`src/rtl/core/half_single_float_converter_defines.svh`:
```
// assertion macros for the half/single converter
// no dependencies; included by the top level
`ifndef HALF_SINGLE_FLOAT_CONVERTER_DEFINES_SVH
`define HALF_SINGLE_FLOAT_CONVERTER_DEFINES_SVH

// property that holds whenever reset is low
`define HSFC_ASSERT(label, prop, msg) \
  label: assert property (@(posedge clk) disable iff (rst) (prop)) else $error(msg);

// property checked at every edge, reset included
`define HSFC_ASSERT_ALWAYS(label, prop, msg) \
  label: assert property (@(posedge clk) (prop)) else $error(msg);

`endif

```
`src/rtl/core/hsfc_pkg.sv`:
```
// shared types, codes and conversion functions for the half/single converter
// no dependencies
`timescale 1ns / 1ps
`default_nettype none
package hsfc_pkg;

  typedef enum logic {
    OP_H2S = 1'b0,
    OP_S2H = 1'b1
  } op_t;

  typedef struct packed {
    op_t         operation;
    logic [31:0] value_in;
  } hsfc_in_t;

  typedef struct packed {
    logic [31:0] value_out;
  } hsfc_out_t;

  localparam logic [31:0] S_INF      = 32'h7F800000;
  localparam logic [31:0] S_QUIET    = 32'h00400000;
  localparam logic [30:0] S_OVF_MAG  = 31'h477FF000;
  localparam logic [15:0] H_INF      = 16'h7C00;
  localparam logic [15:0] H_NAN      = 16'h7E00;

  // half to single, exact
  function automatic logic [31:0] half_to_single(input logic [15:0] h);
    logic        s;
    logic [4:0]  e;
    logic [9:0]  m;
    logic [3:0]  p;
    logic [22:0] frac;
    logic [31:0] r;
    s = h[15];
    e = h[14:10];
    m = h[9:0];
    p = 4'd0;
    for (int i = 0; i < 10; i++) begin
      if (m[i]) p = 4'(i);
    end
    frac = 23'({m, 13'd0} << (4'd10 - p));
    if (e == 5'h1F) begin
      r = (m == 10'd0) ? S_INF : (S_INF | S_QUIET | {9'd0, m, 13'd0});
    end else if (e != 5'd0) begin
      r = {1'b0, 8'({3'd0, e} + 8'd112), m, 13'd0};
    end else if (m == 10'd0) begin
      r = 32'd0;
    end else begin
      r = {1'b0, 8'({4'd0, p} + 8'd103), frac};
    end
    r[31] = s;
    return r;
  endfunction

  // single to half, round to nearest even
  function automatic logic [15:0] single_to_half(input logic [31:0] w);
    logic        s;
    logic [30:0] mag;
    logic [7:0]  e;
    logic [22:0] m;
    logic [14:0] r;
    logic [12:0] rem;
    logic [23:0] sig;
    logic [4:0]  sh;
    logic [23:0] q;
    logic [23:0] low;
    logic [23:0] half;
    logic [15:0] o;
    s   = w[31];
    mag = w[30:0];
    e   = mag[30:23];
    m   = mag[22:0];
    r   = 15'({e[4:0] - 5'd16, m[22:13]});
    rem = m[12:0];
    sig = {1'b1, m};
    sh  = 5'(8'd126 - e);
    q   = sig >> sh;
    low = sig & ((24'd1 << sh) - 24'd1);
    half = 24'd1 << (sh - 5'd1);
    if (mag > S_INF[30:0]) begin
      o = H_NAN;
    end else if (mag >= S_OVF_MAG) begin
      o = H_INF;
    end else if (e >= 8'd113) begin
      if (rem > 13'h1000 || (rem == 13'h1000 && r[0])) r = r + 15'd1;
      o = {1'b0, r};
    end else if (e < 8'd102) begin
      o = 16'd0;
    end else begin
      if (low > half || (low == half && q[0])) q = q + 24'd1;
      o = {1'b0, q[14:0]};
    end
    o[15] = s;
    return o;
  endfunction

endpackage
`default_nettype wire

```
`src/rtl/core/hsfc_stream_if.sv`:
```
// valid/ready channel carrying a payload of a given struct
// depends on hsfc_pkg
`timescale 1ns / 1ps
`default_nettype none
interface hsfc_in_if;
  import hsfc_pkg::*;
  logic     valid;
  logic     ready;
  hsfc_in_t data;
  modport source (output valid, output data, input ready);
  modport sink (input valid, input data, output ready);
endinterface

interface hsfc_out_if;
  import hsfc_pkg::*;
  logic      valid;
  logic      ready;
  hsfc_out_t data;
  modport source (output valid, output data, input ready);
  modport sink (input valid, input data, output ready);
endinterface
`default_nettype wire

```
`src/rtl/core/hsfc_convert.sv`:
```
// combinational conversion between the input and result registers
// depends on hsfc_pkg
`timescale 1ns / 1ps
`default_nettype none
module hsfc_convert
  import hsfc_pkg::*;
(
  input  hsfc_in_t  item,
  output hsfc_out_t result
);
  // pick the direction
  always_comb begin
    case (item.operation)
      OP_H2S:  result.value_out = half_to_single(item.value_in[15:0]);
      OP_S2H:  result.value_out = {16'd0, single_to_half(item.value_in)};
      default: result.value_out = 32'd0;
    endcase
  end
endmodule
`default_nettype wire

```
`src/rtl/core/half_single_float_converter.sv`:
```
// top level: input register, conversion logic, result register
// depends on hsfc_pkg, hsfc_stream_if, hsfc_convert, defines header
//
// channel   dir   payload
// in        sink  operation, value_in
// out       src   value_out
//
// one item per cycle while out is not stalled; an accepted item is
// shown after the input and result registers, a two-stage pipeline
// rst clears both valid bits; payload registers are not reset
// a stall at out holds the result and back-pressures in only when full
`timescale 1ns / 1ps
`default_nettype none
`include "half_single_float_converter_defines.svh"
module half_single_float_converter
  import hsfc_pkg::*;
(
  input wire logic   clk,
  input wire logic   rst,
  hsfc_in_if.sink    in,
  hsfc_out_if.source out
);
  logic      in_vld;
  hsfc_in_t  in_reg;
  logic      out_vld;
  hsfc_out_t out_reg;
  hsfc_out_t conv;
  logic      adv;

  assign adv      = !out_vld || out.ready;
  assign in.ready = !in_vld || adv;

  // input register
  always_ff @(posedge clk) begin
    if (rst) begin
      in_vld <= 1'b0;
    end else if (in.ready) begin
      in_vld <= in.valid;
    end
  end
  always_ff @(posedge clk) begin
    if (in.ready && in.valid) in_reg <= in.data;
  end

  hsfc_convert u_convert (.item(in_reg), .result(conv));

  // result register
  always_ff @(posedge clk) begin
    if (rst) begin
      out_vld <= 1'b0;
    end else if (adv) begin
      out_vld <= in_vld;
    end
  end
  always_ff @(posedge clk) begin
    if (adv && in_vld) out_reg <= conv;
  end

  assign out.valid = out_vld;
  assign out.data  = out_reg;

  // checks
  `HSFC_ASSERT(a_full_stall, (in_vld && out_vld && !out.ready) |-> !in.ready, "in ready while full")
  `HSFC_ASSERT(a_move, (in_vld && adv) |=> out_vld, "pipeline item lost")
  `HSFC_ASSERT(a_s2h_upper, (out_vld && $past(adv && in_vld && in_reg.operation == OP_S2H)) |-> (out_reg.value_out[31:16] == 16'd0), "half result upper bits set")
  `HSFC_ASSERT_ALWAYS(a_reset, $past(rst) |-> (!in_vld && !out_vld), "valid after reset")
endmodule
`default_nettype wire

```
`src/flat_wrapper.sv`:
```
// flat-port wrapper written by rule: the top's interface ports become plain ports
module half_single_float_converter_flat import hsfc_pkg::*;
  (clk, rst, in_valid, in_data, in_ready, out_valid, out_data, out_ready);
  hsfc_in_if in_i ();
  hsfc_out_if out_i ();
  input wire logic clk;
  input wire logic rst;
  input wire logic [$bits(in_i.valid)-1:0] in_valid;
  input wire logic [$bits(in_i.data)-1:0] in_data;
  output wire logic [$bits(in_i.ready)-1:0] in_ready;
  output wire logic [$bits(out_i.valid)-1:0] out_valid;
  output wire logic [$bits(out_i.data)-1:0] out_data;
  input wire logic [$bits(out_i.ready)-1:0] out_ready;
  assign in_i.valid = in_valid;
  assign in_i.data = in_data;
  assign in_ready = in_i.ready;
  assign out_valid = out_i.valid;
  assign out_data = out_i.data;
  assign out_i.ready = out_ready;
  half_single_float_converter u_core (.clk(clk), .rst(rst), .in(in_i), .out(out_i));
endmodule
```
`config.mk`:
```
export PLATFORM = sky130hd
export DESIGN_NAME = half_single_float_converter_flat
export DESIGN_NICKNAME = d
export VERILOG_FILES = /design/src/rtl/core/hsfc_pkg.sv /design/src/rtl/core/hsfc_stream_if.sv /design/src/rtl/core/hsfc_convert.sv /design/src/rtl/core/half_single_float_converter.sv /design/src/flat_wrapper.sv
export VERILOG_INCLUDE_DIRS = /design/src /design/src/rtl/core
export SDC_FILE = /design/constraint.sdc
export NUM_CORES = 1
export LEC_CHECK = 0
export ABC_AREA = 1
export BUFFER_PORTS_ARGS = -buffer_cell sky130_fd_sc_hd__buf_4
export CORE_MARGIN = 2
export CORE_UTILIZATION = 55
export CTS_CLUSTER_SIZE = 28
export DETAILED_ROUTE_END_ITERATION = 16
export MAX_ROUTING_LAYER = met4
export PLACE_DENSITY_LB_ADDON = 0.3
export SETUP_SLACK_MARGIN = 0.4
export SLEW_MARGIN = 20
export SYNTH_ARGS = -nofsm -noshare
export SYNTH_HDL_FRONTEND = slang
export SYNTH_HIERARCHICAL = 1
export SYNTH_SLANG_ARGS = --single-unit
```
`constraint.sdc`:
```
create_clock -name clk -period 4.3 [get_ports clk]
set_input_delay 0.43 -clock clk [delete_from_list [all_inputs] [get_ports clk]]
set_output_delay 0.43 -clock clk [all_outputs]
set_load 0.005 [all_outputs]
```
Word-level counts from Yosys, hierarchy flattened
Index checks and enable logic that the tools add are counted.

cells by class
  add/sub/neg operators = 9
  $lt $le $gt $ge = 6
  equal/unequal tests = 3
  shift-type cells = 4
  muxes and demuxes = 21
  bitwise gates (word level) = 2
  reduce and logical (&&, ||, !) cells = 12

operators with widths
  kind                     count
  $mux W31                 3
  $mux W15                 6
  $pmux W32 S2             1
  $shl A1 B5 Y24 const A   2
  $mux W4                  9
  $ge A31 B31 Y1 const B   1
  $gt A31 B31 Y1 const B   1
  $add A15 B1 Y15 const B  2
  $and A24 B24 Y24         1
  $eq A24 B24 Y1           1
  $gt A24 B24 Y1           1
  $shr A24 B5 Y15          1
  $sub A24 B1 Y24 const B  1
  $mux W23                 1
  $shl A23 B4 Y23          1
  $eq A13 B13 Y1 const B   1
  $gt A13 B13 Y1 const B   1
  $logic_not A10 Y1        1
  $add A4 B7 Y8 const B    1
  $add A5 B7 Y8 const B    1
  $ge A8 B7 Y1 const B     1
  $lt A8 B7 Y1 const B     1
  $eq A5 B5 Y1 const B     1
  $reduce_bool A5 Y1       1
  other kinds (9)          16

storage, ports and cells
  flip-flop bits (word level) = 67
  input bits = 37
  output and inout port bits = 34

Logic depth before layout (Yosys ltp)
  depth after elaboration = 16
  gate-level depth with buffers = 37

Hierarchy
The synthesis kept the hierarchy.

by module, submodules not included
  module                       instances  cells an instance  area an instance (sq um)  sequential area each (sq um)
  hsfc_convert                 1          955                4913.5                    0.0
  half_single_float_converter  1          77                 2043.2                    1991.9

Least setup slack after synthesis
No wires, ideal clock.

  path kind = reg-to-reg
  from = register u_core/in_reg[24] (netlist bit)
  to = register u_core.out_reg (netlist bit u_core/out.data[1]) (data pin)
  arrival time = 4.151 ns
  setup slack = -0.117 ns
  cell stages (with the launch flop) = 31
  buffers on the path = 1
  clock period less this slack = 4.417 ns
  cell sequence = edfxtp_1 > ha_1 > xnor2_2 > buf_6 > nor2_1 > inv_1 > nor2_1 > inv_1 > ha_1 > inv_1 > nor2_1 > nand2_1 > inv_2 > nand4_4 > nor2_1 > nand2_1 > o21ai_1 > a21oi_1 > ha_1 > nand2_1 > nor2_1 > nand3b_1 > nor3_1 > nor2_1 > nand3_1 > nand2_1 > nand2_2 > clkinv_1 > or2_2 > a31oi_1 > nor2_1

RTL lines
  item                    RTL line                           text
  from (decl)             half_single_float_converter.sv:24  hsfc_in_t in_reg;
  from (signal assigned)  half_single_float_converter.sv:42  if (in.ready && in.valid) in_reg <= in.data;
  to (signal assigned)    half_single_float_converter.sv:56  if (adv && in_vld) out_reg <= conv;
  to (decl)               half_single_float_converter.sv:26  hsfc_out_t out_reg;

==> results.py <==
metrics = {
    "cts": {
        "clk_pin_slew_ps": 60,
        "cts-buffers-inserted": 9,
        "h-tree-depth": 3,
        "clock-root-buffer": "clkbuf_16",
        "clock_latency_ps": 350,
        "cts.sinks": 67,
        "hold_buffers": 0,
        "cts_tree": "done",
        "clk_path_buf_depth": 2,
    },
    "timing": {
        "fin_crit_sh_pct": 102.6,
        "hold_viol_final": 0,
        "slew_headroom_pct": 31.79,
        "finalMaxSlewViolations": 0,
        "setup_viol": 10,
        "post-route-min-period_ps": 4413,
        "setup_tns_ps": -669.7,
        "timing.fmax_mhz": 226.6,
        "layout_setup_ws_ps": -113.0,
        "worstMarginPinSlew_ps": 1021,
        "final.setup_skew_ps": 8.246,
        "rsz0062_at_grt": "true",
    },
    "setup_path": {
        "cp-end-kind": "flip-flop",
        "startpoint": "u_core/in_reg[24]",
        "cp_slowest_stage_delay_ps": 480,
        "path_max_fanout": 7,
        "worstPathRequired_ps": 4390,
        "cp.arrival_ps": 4510,
        "critical_path_class": "flip-flop to flip-flop",
        "r2r_start": "u_core/in_reg[24]",
        "crit_slowest_cell": "edfxtp_1",
        "critPathLaunchType": "flip-flop",
    },
    "cells_and_area": {
        "regArea_um2": 1992,
        "multi_input_area_um2": 4629,
        "drive_gt1_share_pct": 26.97,
        "fin_cells": 1362,
        "nFillCells": 1004,
        "n_antenna_cell": 0,
        "stdcell_area_um2": 8901,
        "final_cell_mix": "258 x nand2_1, 173 x buf_4, 129 x nand3_1",
        "largest_reg_flops": 33,
        "area_delta_synth_final_pct": 27.95,
        "fin_nets": 1261,
        "layout_commonest_cell": "nand2_1",
    },
    "die": {
        "dieWidth_um": 116.5,
        "core_area_um2": 12470,
        "rows": 41,
        "die_h_um": 116.5,
        "initial_utilization_pct": 55.81,
        "dieArea_um2": 13560,
        "pin_count": 71,
    },
    "drt": {
        "ant_nets": 0,
        "vias": 7880,
        "avgViaCountPerCell": 5.786,
        "drc": 0,
        "wirelength_um": 22860,
        "avgRoutedWirePerCell_um": 16.78,
        "drt-initial-drc-count": 831,
        "drt_pass1_iterations": 8,
    },
    "global_route": {
        "grt_pass1_wl_um": 35350,
        "overflow": 0,
        "antenna_found_initial": 0,
        "grt_use_total_pct": 35.09,
        "grt_pass1_vias": 7024,
        "grt_max_degree": 34,
    },
    "logic_synthesis": {
        "ys_ff_latch": 67,
        "syn_nets": 1108,
        "netlist_area_um2": 6957,
        "async_flop_share_pct": 0,
        "syn_avg_cell_area_um2": 6.741,
        "synth-main-ff-cell": "edfxtp_1",
        "synth-edff-count": 65,
        "ys_warn_count": 6,
        "synthesis.instances": 1032,
        "ys_types": 48,
        "ys_seq_area_share_pct": 28.63,
    },
    "placed_design": {
        "dp.cells": 1322,
        "dp_hpwl_um": 16970,
        "gp_congestion": 0.9966,
        "numPortBuffers": 70,
        "dpl_worst_slack_ps": -286.1,
        "placed_area_um2": 8205,
    },
    "pwr": {
        "p_leak_nw": 4.042,
        "max-vdd-ir-drop_mv": 0.2343,
        "finalPower_mw": 2.574,
        "p_per_area_nw_per_um2": 289.1,
    },
    "job": {
        "cap_violations": 0,
    },
    "status": {
        "status": "finished with violations",
        "violations": "setup timing",
    },
    "min_path": {
        "min_path_type": "primary input to flip-flop",
        "hold_start": "rst",
    },
}
routing by layer:
| metal | wire (um) | track usage, % |
|---|---|---|
| met1 | 9313 | 45.60 |
| met2 | 10580 | 54.73 |
| met3 | 2091 | 6.279 |
| met4 | 872 | 13.33 |
| met5 | 0 | - |
critical path: cells and delay by family, from the launching register on:
family | cells | cell delay (ps)
and+or+nand+nor | 23 | 2490
adders and majority gates | 3 | 670
DFF | 1 | 480
buffers and inverters | 6 | 450
AOI/OAI and AO/OA | 1 | 60
power breakdown:
group	switching (mW)	internal, mW
Clock	0.303	0.397
Sequential	0.0453	0.761
Combinational	0.650	0.418
Total	0.998	1.58
cell families after synthesis:
group | after synthesis | share of synthesized area [%]
compound gates | 159 | 12.82
xor+xnor | 14 | 1.871
fa+ha+maj | 39 | 7.014
buf+inv | 149 | 9.119
flops | 67 | 28.63
simple gates | 604 | 40.54
synth_stat cells (2+ instances only):
cell type	count	area share (%)
nand3_2	11	1.6
o21bai_1	4	0.43
o21ai_2	2	0.25
nor2_4	8	1.3
clkinv_1	5	0.27
nor2_8	2	0.58
dfxtp_1	2	0.58
a21boi_0	2	0.22
nand2_4	2	0.32
a31oi_1	9	0.81
inv_2	14	0.76
nor3_2	2	0.29
nand2_2	14	1.3
nor2_2	2	0.18
nand4_1	15	1.3
edfxtp_1	65	28
ha_1	39	7.0
o21ai_1	8	0.58
o22ai_1	5	0.45
buf_6	6	0.97
nor2_1	105	5.7
inv_1	94	5.1
nor4_1	7	0.63
a31o_2	2	0.25
nand2_1	272	15
and3_1	2	0.18
o21a_1	4	0.43
o21ai_0	42	3.0
buf_2	13	0.94
o211ai_1	7	0.76
nand3_1	137	9.9
buf_4	3	0.32
clkbuf_1	13	0.70
xnor2_1	5	0.63
a21oi_2	2	0.25
a21oi_1	70	5.0
xor2_1	8	1.0
nor3_1	18	1.3
nand3b_1	2	0.22
repair_timing:
action | CTS | global route
pin swaps | 6 | 32
cloned | 0 | 0
resized for setup | 21 | 45
endpoints found under the setup margin | 15 | 15
setup buffers | 9 | 15
path summary, 6_finish.rpt:
path,to,slack [ps],cells past startpoint
setup reg to reg,u_core/out.data[12],-110,33
setup / recovery,u_core/out.data[12],-110,33
hold reg to reg,u_core/in_vld,500,2
hold / removal,u_core/in_vld,230,2
area by class of cell:
cell class              instances  share of cell area [%]
repair buffers                177                   15.10
inverters                     114                   4.906
well taps                     172                   2.418
flip-flops and latches         67                   22.38
clock buffers                   9                   2.530
multi-input cells             816                   52.01
clock inverters                 7                  0.6607
metrics by stage:
stage | hold slack, ps | util (%)
final | 230.9 | 71.40
after global placement | 486.0 | 65.82
after global routing | 226.0 | 71.40
after floorplan | 456.6 | -
after CTS | 219.0 | 69.23
after detailed placement | 494.6 | 65.82
Power figures use the tool's default switching activity.
